`config.mk`:
```
export PLATFORM = sky130hd
export DESIGN_NAME = led_control_datagram_parser
export DESIGN_NICKNAME = d
export VERILOG_FILES = /design/src/hdl/lcdp_pkg.sv /design/src/hdl/led_control_datagram_parser.sv
export SDC_FILE = /design/constraint.sdc
export NUM_CORES = 2
export LEC_CHECK = 0
export BUFFER_PORTS_ARGS = -buffer_cell sky130_fd_sc_hd__buf_2
export CORE_UTILIZATION = 45
export CTS_CLUSTER_SIZE = 12
export DETAILED_ROUTE_END_ITERATION = 10
export HOLD_SLACK_MARGIN = 0.06
export SETUP_SLACK_MARGIN = 0.2
export SLEW_MARGIN = 20
export SYNTH_ARGS = -nofsm -noshare
export SYNTH_HDL_FRONTEND = slang
export SYNTH_SLANG_ARGS = --single-unit
```
`constraint.sdc`:
```
create_clock -name clock -period 8.2 [get_ports clock]
set_input_delay 1.64 -clock clock [delete_from_list [all_inputs] [get_ports clock]]
set_output_delay 1.64 -clock clock [all_outputs]
set_load 0.01 [all_outputs]
```
`src/hdl/lcdp_pkg.sv`:
```
// ----------------------------------------------------------------------------
// lcdp_pkg
// Shared constants for the LED control datagram parser: parse phases,
// message types, result codes, control register indexes and field lengths.
// ----------------------------------------------------------------------------
`default_nettype none

package lcdp_pkg;

   localparam int unsigned BYTE_W      = 8;
   localparam int unsigned CODE_W      = 3;
   localparam int unsigned WORD_W      = 32;
   localparam int unsigned SIZE_W      = 16;
   localparam int unsigned LED_W       = 16;
   localparam int unsigned LED3_W      = LED_W + 2;
   localparam int unsigned CSR_IDX_W   = 2;
   localparam int unsigned PHASE_W     = 4;

   // control register indexes
   localparam logic [CSR_IDX_W-1:0] CSR_PACKET_SIZE = 2'd0;
   localparam logic [CSR_IDX_W-1:0] CSR_PROJECT_KEY = 2'd1;
   localparam logic [CSR_IDX_W-1:0] CSR_NODE_NUMBER = 2'd2;
   localparam logic [CSR_IDX_W-1:0] CSR_LED_COUNT   = 2'd3;

   // parse phases
   localparam logic [PHASE_W-1:0] PH_SRC     = 4'd0;
   localparam logic [PHASE_W-1:0] PH_KEY     = 4'd1;
   localparam logic [PHASE_W-1:0] PH_TYPE    = 4'd2;
   localparam logic [PHASE_W-1:0] PH_LEN     = 4'd3;
   localparam logic [PHASE_W-1:0] PH_COUNT   = 4'd4;
   localparam logic [PHASE_W-1:0] PH_TARGETS = 4'd5;
   localparam logic [PHASE_W-1:0] PH_ADDR    = 4'd6;
   localparam logic [PHASE_W-1:0] PH_NODE    = 4'd7;
   localparam logic [PHASE_W-1:0] PH_TIME    = 4'd8;
   localparam logic [PHASE_W-1:0] PH_IDLE    = 4'd9;

   // message types
   localparam logic [BYTE_W-1:0] MSG_TARGET1  = 8'd1;
   localparam logic [BYTE_W-1:0] MSG_TARGET2  = 8'd2;
   localparam logic [BYTE_W-1:0] MSG_SERVER   = 8'd5;
   localparam logic [BYTE_W-1:0] MSG_COMMAND  = 8'd6;
   localparam logic [BYTE_W-1:0] MSG_TIME     = 8'd7;
   localparam logic [BYTE_W-1:0] MSG_NODETIME = 8'd12;

   // result codes
   localparam logic [CODE_W-1:0] RES_NONE    = 3'd0;
   localparam logic [CODE_W-1:0] RES_SERVER  = 3'd3;
   localparam logic [CODE_W-1:0] RES_COMMAND = 3'd4;
   localparam logic [CODE_W-1:0] RES_TIME    = 3'd5;

   // field lengths in bytes
   localparam logic [BYTE_W-1:0] KEY_BYTES  = 8'd4;
   localparam logic [BYTE_W-1:0] LEN_BYTES  = 8'd2;
   localparam logic [BYTE_W-1:0] WORD_BYTES = 8'd4;

endpackage

`default_nettype wire

```
`src/hdl/led_control_datagram_parser.sv`:
```
// ----------------------------------------------------------------------------
// led_control_datagram_parser
// Parses one LED control datagram per frame, one byte per transfer, and
// gives one result transfer for the last byte of each frame.
// ----------------------------------------------------------------------------
//  channel  | direction | tdata                        | side band
//  req_     | in        | [7:0] data_byte              | tlast = last_byte
//  rsp_     | out       | [31:0] server_addr,          | tuser[2:0] = result_code
//           |           | [63:32] time_value           |
//  csr_     | in        | csr_wdata, index 0..3        | write only, no wait
//
//  One byte is taken every cycle while the result path moves. The parse
//  state updates in the cycle a byte is taken; a last byte loads a middle
//  register, whose time value goes through the 32x18 scale multiplier into
//  the result register. Reset is synchronous and clears all control and
//  configuration state. A stalled result holds the middle register, then
//  stops req_tready.
// ----------------------------------------------------------------------------
`default_nettype none

module led_control_datagram_parser (
   input  logic         clock,
   input  logic         reset,
   input  logic         req_tvalid,
   output logic         req_tready,
   input  logic [7:0]   req_tdata,   // [7:0] data_byte
   input  logic         req_tlast,
   output logic         rsp_tvalid,
   input  logic         rsp_tready,
   output logic [63:0]  rsp_tdata,   // [31:0] server_addr, [63:32] time_value
   output logic [2:0]   rsp_tuser,   // [2:0] result_code
   input  logic         csr_we,
   input  logic [lcdp_pkg::CSR_IDX_W-1:0] csr_index,
   input  logic [lcdp_pkg::WORD_W-1:0]    csr_wdata
);

   import lcdp_pkg::*;

   // configuration
   logic [SIZE_W-1:0]  packet_size_ff;
   logic [WORD_W-1:0]  project_key_ff;
   logic [BYTE_W-1:0]  node_number_ff;
   logic [LED3_W-1:0]  led3_ff;
   logic [LED3_W-1:0]  led3_in;

   // parse state
   logic [SIZE_W-1:0]  byte_pos_ff, byte_pos_in;
   logic [PHASE_W-1:0] phase_ff, phase_in;
   logic [BYTE_W-1:0]  msg_type_ff, msg_type_in;
   logic [BYTE_W-1:0]  left_ff, left_in;
   logic [WORD_W-1:0]  shift_ff, shift_in;
   logic [CODE_W-1:0]  pend_ff, pend_in;
   logic [WORD_W-1:0]  addr_ff, addr_in;
   logic [WORD_W-1:0]  time_ff, time_in;

   // middle and result stages
   logic               mid_valid_ff;
   logic [CODE_W-1:0]  mid_code_ff;
   logic [WORD_W-1:0]  mid_addr_ff;
   logic [WORD_W-1:0]  mid_time_ff;
   logic               out_valid_ff;
   logic [CODE_W-1:0]  out_code_ff;
   logic [WORD_W-1:0]  out_addr_ff;
   logic [WORD_W-1:0]  out_time_ff;

   logic               mid_move;
   logic               take;
   logic [WORD_W-1:0]  shift_byte;
   logic [BYTE_W-1:0]  left_dec;
   logic               field_done;
   logic [SIZE_W:0]    pos_plus;
   logic               len_ok;
   logic [CODE_W-1:0]  fin_code;
   logic [WORD_W+LED3_W-1:0] product;

   assign mid_move   = !out_valid_ff || rsp_tready;
   assign req_tready = !mid_valid_ff || mid_move;
   assign take       = req_tvalid && req_tready;

   assign led3_in = {2'b00, csr_wdata[LED_W-1:0]} + {1'b0, csr_wdata[LED_W-1:0], 1'b0};

   always_ff @(posedge clock) begin
      if (reset) begin
         packet_size_ff <= '0;
         project_key_ff <= '0;
         node_number_ff <= '0;
         led3_ff        <= '0;
      end else if (csr_we) begin
         unique case (csr_index)
            CSR_PACKET_SIZE: packet_size_ff <= csr_wdata[SIZE_W-1:0];
            CSR_PROJECT_KEY: project_key_ff <= csr_wdata;
            CSR_NODE_NUMBER: node_number_ff <= csr_wdata[BYTE_W-1:0];
            CSR_LED_COUNT:   led3_ff        <= led3_in;
            default: ;
         endcase
      end
   end

   // one byte of a multi-byte field
   assign shift_byte = {shift_ff[WORD_W-BYTE_W-1:0], req_tdata};
   assign left_dec   = (left_ff != '0) ? left_ff - 8'd1 : '0;
   assign field_done = (left_dec == '0);

   always_comb begin
      phase_in    = phase_ff;
      msg_type_in = msg_type_ff;
      left_in     = left_ff;
      shift_in    = shift_ff;
      pend_in     = pend_ff;
      addr_in     = addr_ff;
      time_in     = time_ff;
      unique case (phase_ff)
         PH_SRC: begin
            if (req_tdata == '0) begin
               phase_in = PH_KEY;
               shift_in = '0;
               left_in  = KEY_BYTES;
            end else begin
               phase_in = PH_IDLE;
            end
         end
         PH_KEY: begin
            shift_in = shift_byte;
            left_in  = left_dec;
            if (field_done)
               phase_in = (shift_byte == project_key_ff) ? PH_TYPE : PH_IDLE;
         end
         PH_TYPE: begin
            msg_type_in = req_tdata;
            if (req_tdata == MSG_TARGET1 || req_tdata == MSG_TARGET2 ||
                req_tdata == MSG_SERVER || req_tdata == MSG_TIME ||
                req_tdata == MSG_NODETIME) begin
               phase_in = PH_LEN;
               shift_in = '0;
               left_in  = LEN_BYTES;
            end else if (req_tdata == MSG_COMMAND) begin
               pend_in  = RES_COMMAND;
               phase_in = PH_IDLE;
            end else begin
               phase_in = PH_IDLE;
            end
         end
         PH_LEN: begin
            shift_in = shift_byte;
            left_in  = left_dec;
            if (field_done) begin
               priority if (msg_type_ff == MSG_TARGET1 || msg_type_ff == MSG_TARGET2) begin
                  phase_in = PH_COUNT;
               end else if (msg_type_ff == MSG_SERVER) begin
                  phase_in = PH_ADDR;
                  shift_in = '0;
                  left_in  = WORD_BYTES;
               end else if (msg_type_ff == MSG_TIME) begin
                  phase_in = PH_TIME;
                  shift_in = '0;
                  left_in  = WORD_BYTES;
               end else begin
                  phase_in = PH_NODE;
               end
            end
         end
         PH_COUNT: begin
            if (req_tdata == '0) begin
               // empty list addresses every node
               pend_in  = msg_type_ff[CODE_W-1:0];
               phase_in = PH_IDLE;
            end else begin
               left_in  = req_tdata;
               phase_in = PH_TARGETS;
            end
         end
         PH_TARGETS: begin
            if (req_tdata == node_number_ff) begin
               pend_in  = msg_type_ff[CODE_W-1:0];
               phase_in = PH_IDLE;
            end else begin
               left_in = left_dec;
               if (field_done)
                  phase_in = PH_IDLE;
            end
         end
         PH_ADDR: begin
            shift_in = shift_byte;
            left_in  = left_dec;
            if (field_done) begin
               addr_in  = shift_byte;
               pend_in  = RES_SERVER;
               phase_in = PH_IDLE;
            end
         end
         PH_NODE: begin
            if (req_tdata == node_number_ff) begin
               phase_in = PH_TIME;
               shift_in = '0;
               left_in  = WORD_BYTES;
            end else begin
               phase_in = PH_IDLE;
            end
         end
         PH_TIME: begin
            shift_in = shift_byte;
            left_in  = left_dec;
            if (field_done) begin
               // hold the raw time, scale it on the way out
               time_in  = shift_byte;
               pend_in  = RES_TIME;
               phase_in = PH_IDLE;
            end
         end
         default: begin
            phase_in = PH_IDLE;
         end
      endcase
   end

   // length check at the last byte
   assign pos_plus = {1'b0, byte_pos_ff} + 17'd1;
   assign len_ok   = (byte_pos_ff != '1) && (pos_plus == {1'b0, packet_size_ff});
   assign fin_code = len_ok ? pend_in : RES_NONE;
   assign byte_pos_in = (byte_pos_ff != '1) ? byte_pos_ff + 16'd1 : byte_pos_ff;

   always_ff @(posedge clock) begin
      if (reset) begin
         byte_pos_ff <= '0;
         phase_ff    <= PH_SRC;
         msg_type_ff <= '0;
         left_ff     <= '0;
         shift_ff    <= '0;
         pend_ff     <= RES_NONE;
         addr_ff     <= '0;
         time_ff     <= '0;
      end else if (take) begin
         if (req_tlast) begin
            // start a new datagram
            byte_pos_ff <= '0;
            phase_ff    <= PH_SRC;
            msg_type_ff <= '0;
            left_ff     <= '0;
            shift_ff    <= '0;
            pend_ff     <= RES_NONE;
            addr_ff     <= '0;
            time_ff     <= '0;
         end else begin
            byte_pos_ff <= byte_pos_in;
            phase_ff    <= phase_in;
            msg_type_ff <= msg_type_in;
            left_ff     <= left_in;
            shift_ff    <= shift_in;
            pend_ff     <= pend_in;
            addr_ff     <= addr_in;
            time_ff     <= time_in;
         end
      end
   end

   // middle stage
   always_ff @(posedge clock) begin
      if (reset) begin
         mid_valid_ff <= 1'b0;
      end else if (req_tready) begin
         mid_valid_ff <= take && req_tlast;
      end
   end

   always_ff @(posedge clock) begin
      if (take && req_tlast) begin
         mid_code_ff <= fin_code;
         mid_addr_ff <= (fin_code == RES_SERVER) ? addr_in : '0;
         mid_time_ff <= (fin_code == RES_TIME) ? time_in : '0;
      end
   end

   assign product = mid_time_ff * led3_ff;

   // result stage
   always_ff @(posedge clock) begin
      if (reset) begin
         out_valid_ff <= 1'b0;
      end else if (mid_move) begin
         out_valid_ff <= mid_valid_ff;
      end
   end

   always_ff @(posedge clock) begin
      if (mid_move && mid_valid_ff) begin
         out_code_ff <= mid_code_ff;
         out_addr_ff <= mid_addr_ff;
         out_time_ff <= product[WORD_W-1:0];
      end
   end

   assign rsp_tvalid = out_valid_ff;
   assign rsp_tuser  = out_code_ff;
   assign rsp_tdata  = {out_time_ff, out_addr_ff};

endmodule

`default_nettype wire

```
== Word-level counts from Yosys, hierarchy flattened ==
Index checks and enable logic that the tools add are counted.
W data, S select, Z words.

* Bits in registers: 337
* Input bits: 48
* Output and inout bits: 69
* Word-level logic and storage cells: 146

* Add/subtract/negate cells: 4
* Multipliers: 1
* Equal/unequal tests: 34
* Muxes and demuxes: 54
* Reduce and logical (&&, ||, !) cells: 33

{| class="wikitable"
|+ Operator list
! operator !! count
|-
| $mux W24 || 8
|-
| $mux W32 || 6
|-
| $pmux W24 S5 || 1
|-
| $mux W8 || 13
|-
| $pmux W8 S7 || 1
|-
| $mux W4 || 12
|-
| $eq A8 B3 Y1 const B || 5
|-
| $eq A32 B32 Y1 || 1
|-
| $mul A32 B18 Y32 || 1
|-
| $mux W16 || 2
|-
| $pmux W4 S8 || 1
|-
| $mux W3 || 8
|-
| $ne A3 B3 Y1 const B || 7
|-
| $add A16 B17 Y18 || 1
|-
| $add A16 B1 Y17 const B || 1
|-
| $eq A17 B16 Y1 || 1
|-
| $add A16 B1 Y16 const B || 1
|-
| $eq A4 B3 Y1 const B || 4
|-
| $eq A8 B1 Y1 const B || 2
|-
| $eq A8 B2 Y1 const B || 2
|-
| $logic_not A8 Y1 || 2
|-
| $ne A16 B16 Y1 const B || 1
|-
| $reduce_bool A8 Y1 || 2
|-
| $pmux W3 S5 || 1
|-
| other kinds (24) || 42
|}

== Logic depth before layout (Yosys ltp) ==
* Word-level depth: 9
* Gate-level depth with buffers: 23

== Worst setup path after synthesis ==
No wires, ideal clock.

* Path kind: reg2reg
* Start: register mid_time_ff[14]
* End: register out_time_ff[31], data pin
* Setup time: 0.261 ns
* Data arrival time: 5.726 ns
* Required time: 7.939 ns
* Slack: 2.213 ns
* Cell stages (with the launch flop): 22
* Buffers on the path: 2
* Clock period less this slack: 5.987 ns
* Path through: edfxtp_1 > clkbuf_1 > clkbuf_1 > nand2_1 > fa_1 > fa_1 > fa_1 > inv_1 > fa_1 > fa_1 > inv_1 > fa_1 > inv_1 > ha_1 > and3_1 > a221o_1 > a21oi_1 > o21ai_0 > nor3_1 > o21ai_0 > a41oi_1 > xnor2_1

* Longest elaborated chain between the ends: 1

{| class="wikitable"
|+ RTL lines
! what !! RTL line !! source
|-
| start: declaration || led_control_datagram_parser.sv:60 || <nowiki>logic [WORD_W-1:0] mid_time_ff;</nowiki>
|-
| start signal: assignment || led_control_datagram_parser.sv:269 || <nowiki>mid_time_ff <= (fin_code == RES_TIME) ? time_in : '0;</nowiki>
|-
| $mul A32 B18 Y32 || led_control_datagram_parser.sv:273 || <nowiki>assign product = mid_time_ff * led3_ff;</nowiki>
|-
| via product[31] || led_control_datagram_parser.sv:74 || <nowiki>logic [WORD_W+LED3_W-1:0] product;</nowiki>
|-
| end signal: assignment || led_control_datagram_parser.sv:288 || <nowiki>out_time_ff <= product[WORD_W-1:0];</nowiki>
|-
| end: declaration || led_control_datagram_parser.sv:64 || <nowiki>logic [WORD_W-1:0] out_time_ff;</nowiki>
|}

The timed path passes the listed nets, and every way through them passes these cells.
A chain may end at the register's enable or synchronous reset.

== Final worst setup path ==
* Start: register led3_ff[9]
* End: register out_time_ff[31], data pin

* Longest elaborated chain between the ends: 1

{| class="wikitable"
|+ RTL lines
! what !! RTL line !! source
|-
| start: declaration || led_control_datagram_parser.sv:43 || <nowiki>logic [LED3_W-1:0] led3_ff;</nowiki>
|-
| start signal: assignment || led_control_datagram_parser.sv:93 || <nowiki>CSR_LED_COUNT: led3_ff <= led3_in;</nowiki>
|-
| $mul A32 B18 Y32 || led_control_datagram_parser.sv:273 ||
|-
| via product[31] || led_control_datagram_parser.sv:74 ||
|}

The timed path passes the listed nets, and every way through them passes these cells.

==> impl_metrics.json <==
{
  "ys_ff_latch": 337,
  "route.met2.wl_um": 34880,
  "peakVddDrop_mv": 0.1450,
  "overflow": 0,
  "drc": 0,
  "rows": 90,
  "syn2layout_area_growth_pct": 8.808,
  "hold_buffers": 0,
  "hpwlAfterDp_um": 53140,
  "initial_utilization_pct": 45.55,
  "critical_path_class": "reg -> reg",
  "slowest_stage": "dfxtp_1",
  "max_freq_mhz": 143.3,
  "finalCritPeriodShare_pct": 85.11,
  "synth_warnings": 0,
  "fillers": 5627,
  "io-pin-count": 117,
  "path_clk_slew_ps": 70,
  "die_y_um": 249.4,
  "htree_levels": 2,
  "core_area_mm2": 0.06047,
  "grt_pass1_vias": 20870,
  "post-route-min-period_ps": 6979,
  "seqPwrFrac_pct": 39.3,
  "antenna_cells": 0,
  "wl_um": 72180,
  "post_cts_buffers": 0,
  "p_switching_w": 0.001448,
  "finalSetupTns_ps": 0,
  "firstDrtPassIters": 6,
  "top_layer_used": "met4",
  "drv_slew": 0,
  "yosysSeqAreaShare_pct": 29.36,
  "grt_util_all_layers_pct": 23.62,
  "intPower_w": 0.003314,
  "wl_met1_um": 31850,
  "power.leakage_nw": 13.13,
  "placed_cells": 3721,
  "hold_viol": 0,
  "finalClockSkew_ps": 33.01,
  "place_congestion": 0.9060,
  "vias_per_cell": 5.333,
  "rsz0062_at_grt": "no",
  "vias": 20250,
  "synth_cell_types": 75,
  "status": "finished clean",
  "layout.nets": 3451,
  "cp.arrival_ps": 7310,
  "clkSinkCount": 337,
  "avgSynthCellArea_um2": 9.231,
  "worstHoldPathType": "reg -> reg",
  "required_ps": 8540,
  "swShare_pct": 30.42,
  "antenna_found_initial": 0,
  "detail_route.wl_per_cell_um": 19.01,
  "cts_buffer_depth": 3,
  "combPwrFrac_pct": 21.0,
  "grt_max_degree": 99,
  "die_w_um": 249.4,
  "setup_viol": 0,
  "syn_nets": 3453,
  "root_buffer": "clkbuf_16",
  "drive_above_1_share_pct": 8.756,
  "route.met3.wl_um": 3677,
  "cellPowerDensity_mw_per_mm2": 158.9,
  "netlist_area_mm2": 0.02754,
  "clkPwrFrac_pct": 39.8,
  "clkLatencyLatePin_ps": 590,
  "path_cells": "nand2_1 > fa_1 > inv_1 > fa_1 > inv_1 > fa_1 > inv_1 > fa_1 > fa_1 > inv_1 > fa_1 > inv_1 > ha_1 > and3_1 > a221o_1 > a21oi_1 > o21ai_0 > nor3_1 > o21ai_0 > a41oi_1 > xnor2_1",
  "end_kind": "flop",
  "cts_tree": "yes",
  "numPortBuffers": 116,
  "synth_edf_count": 134,
  "path_max_fanout": 24,
  "synthArstFlopShare_pct": 0,
  "layout.cells.non_filler": 3797,
  "max_cap_viol_count": 0,
  "tightest_slew_ps": 1054,
  "numCtsBuffers": 41,
  "ys.flop_type": "dfxtp_1",
  "drtIter0Drc": 1358,
  "worstSetupStartpointType": "flop",
  "netlist_instances": 2984,
  "ant_nets": 0,
  "ctsResizeCount": 0,
  "critPathMostFrequentCell": "fa_1",
  "grt_pass1_wl_um": 115700,
  "die-area_mm2": 0.06220,
  "maxSlewHeadroom_pct": 29.73,
  "critPathMaxStageDelay_ps": 860
}
==> routing by layer <==
| metal | vias to the layer above | GRT usage [%] |
|---|---|---|
| li1 | 9500 | - |
| met1 | 10100 | 31.69 |
| met2 | 547 | 39.98 |
| met3 | 105 | 3.296 |
| met4 | 0 | 6.402 |
| met5 | - | 0 |
==> power by group through the flow <==
stage | registers [W] | clock network (W) | logic (W)
global route | 0.00188 | 0.00200 | 0.00114
floorplan | 0.00187 | 0 | 0.000753
detailed placement | 0.00190 | 0 | 0.00101
finish | 0.00187 | 0.00189 | 0.000998
global placement | 0.00190 | 0 | 0.000982
CTS | 0.00187 | 0.00194 | 0.00101
==> cell type report <==
| class | instances | area [um2] | area share [%] |
|---|---|---|---|
| Multi-Input combinational cell | 2033 | 17140 | 57.19 |
| Tap cell | 782 | 978.4 | 3.265 |
| Timing Repair Buffer | 138 | 748.2 | 2.497 |
| Inverter | 431 | 1618 | 5.398 |
| Clock inverter | 18 | 256.5 | 0.8558 |
| Clock buffer | 58 | 1141 | 3.807 |
| Sequential cell | 337 | 8088 | 26.99 |
==> per-stage QoR <==
stage | setup slack, ps | hold slack, ps | utilization (%) | area [um2] | total power, W
2_1_floorplan | 2213 | 400.3 | - | 27540 | 0.002624
3_3_place_gp | 1302 | 405.6 | 47.22 | 28550 | 0.002885
3_5_place_dp | 1150 | 405.9 | 47.24 | 28570 | 0.002911
4_1_cts | 1173 | 421.2 | 49.55 | 29960 | 0.004822
5_1_grt | 862.7 | 426.7 | 49.56 | 29970 | 0.005017
6_report | 1221 | 421.6 | 49.56 | 29970 | 0.004762
==> cell usage after synthesis (all sizes together) (15+ instances only) <==
master,n,share of area (%)
edfxtp,134,15
nand2,463,6.3
nor4,15,0.41
inv,431,5.9
a21oi,135,2.5
a22oi,75,2.0
a22o,24,0.76
mux2i,74,2.7
xnor2,103,3.3
dfxtp,203,15
nor2,234,4.0
o21ai,52,0.94
nor3,30,0.56
nand3,21,0.40
clkbuf,174,2.4
fa,334,24
xor2,25,0.79
nand2b,17,0.39
nand4,16,0.36
and2,149,3.4
a21o,18,0.49
ha,87,4.0
==> flip-flops by register name, summed over array words and instances (netlist names) <==
name            cells
phase_ff            4
pend_ff             3
mid_valid_ff        1
byte_pos_ff        16
out_addr_ff        32
out_time_ff        32
mid_addr_ff        32
rsp_tvalid          1
addr_ff            32
mid_time_ff        32
rsp_tuser           3
packet_size_ff     16
left_ff             8
node_number_ff      8
msg_type_ff         8
project_key_ff     32
time_ff            32
shift_ff           24
mid_code_ff         3
led3_ff            18
==> critical path, delay by kind of cell, from the launching register on <==
| kind | cells | cell delay, ps |
|---|---|---|
| compound gates | 5 | 1240 |
| xor+xnor | 1 | 90 |
| fa+ha+maj | 7 | 3400 |
| buf+inv | 5 | 260 |
| flops | 1 | 860 |
| simple gates | 3 | 890 |
==> cells by family after synthesis <==
logic type / Yosys count / share of synthesized area, %
XOR/XNOR: 128 / 4.070
AND/OR/NAND/NOR: 1014 / 17.63
buffers and inverters: 614 / 8.585
adder cells (fa/ha/maj): 421 / 28.23
flip-flops: 337 / 29.36
AO/OA/AOI/OAI: 396 / 9.435
multiplexers: 74 / 2.689
==> cell usage in the layout (no fill, tap or decap), drive strengths merged, types with 6 or more instances in the layout <==
master and instances:
o21a 10, ha 87, mux2i 74, a21o 18
and2 149, nor3b 7, or4 7, inv 436
nand2b 17, nand4 16, nor2 234, nor2b 13
nor3 30, a21oi 135, clkbuf 58, nand2 463
or2 6, a22oi 75, buf 138, and3 11
dfxtp 203, nand3 21, clkinv 8, o21ai 52
o21bai 9, nor4 15, a211oi 12, a22o 24
edfxtp 134, fa 334, xnor2 103, xor2 25
or3 13
==> worst paths after layout <==
check | startpoint | to | slack, ps | depth (start not counted)
max reg2reg | led3_ff[9] | out_time_ff[31] | 1220 | 21
min reg2reg | mid_addr_ff[14] | out_addr_ff[14] | 420 | 0
min | mid_addr_ff[14] | out_addr_ff[14] | 420 | 0
max | led3_ff[9] | out_time_ff[31] | 1220 | 21
(Power assumes the default switching activity.)
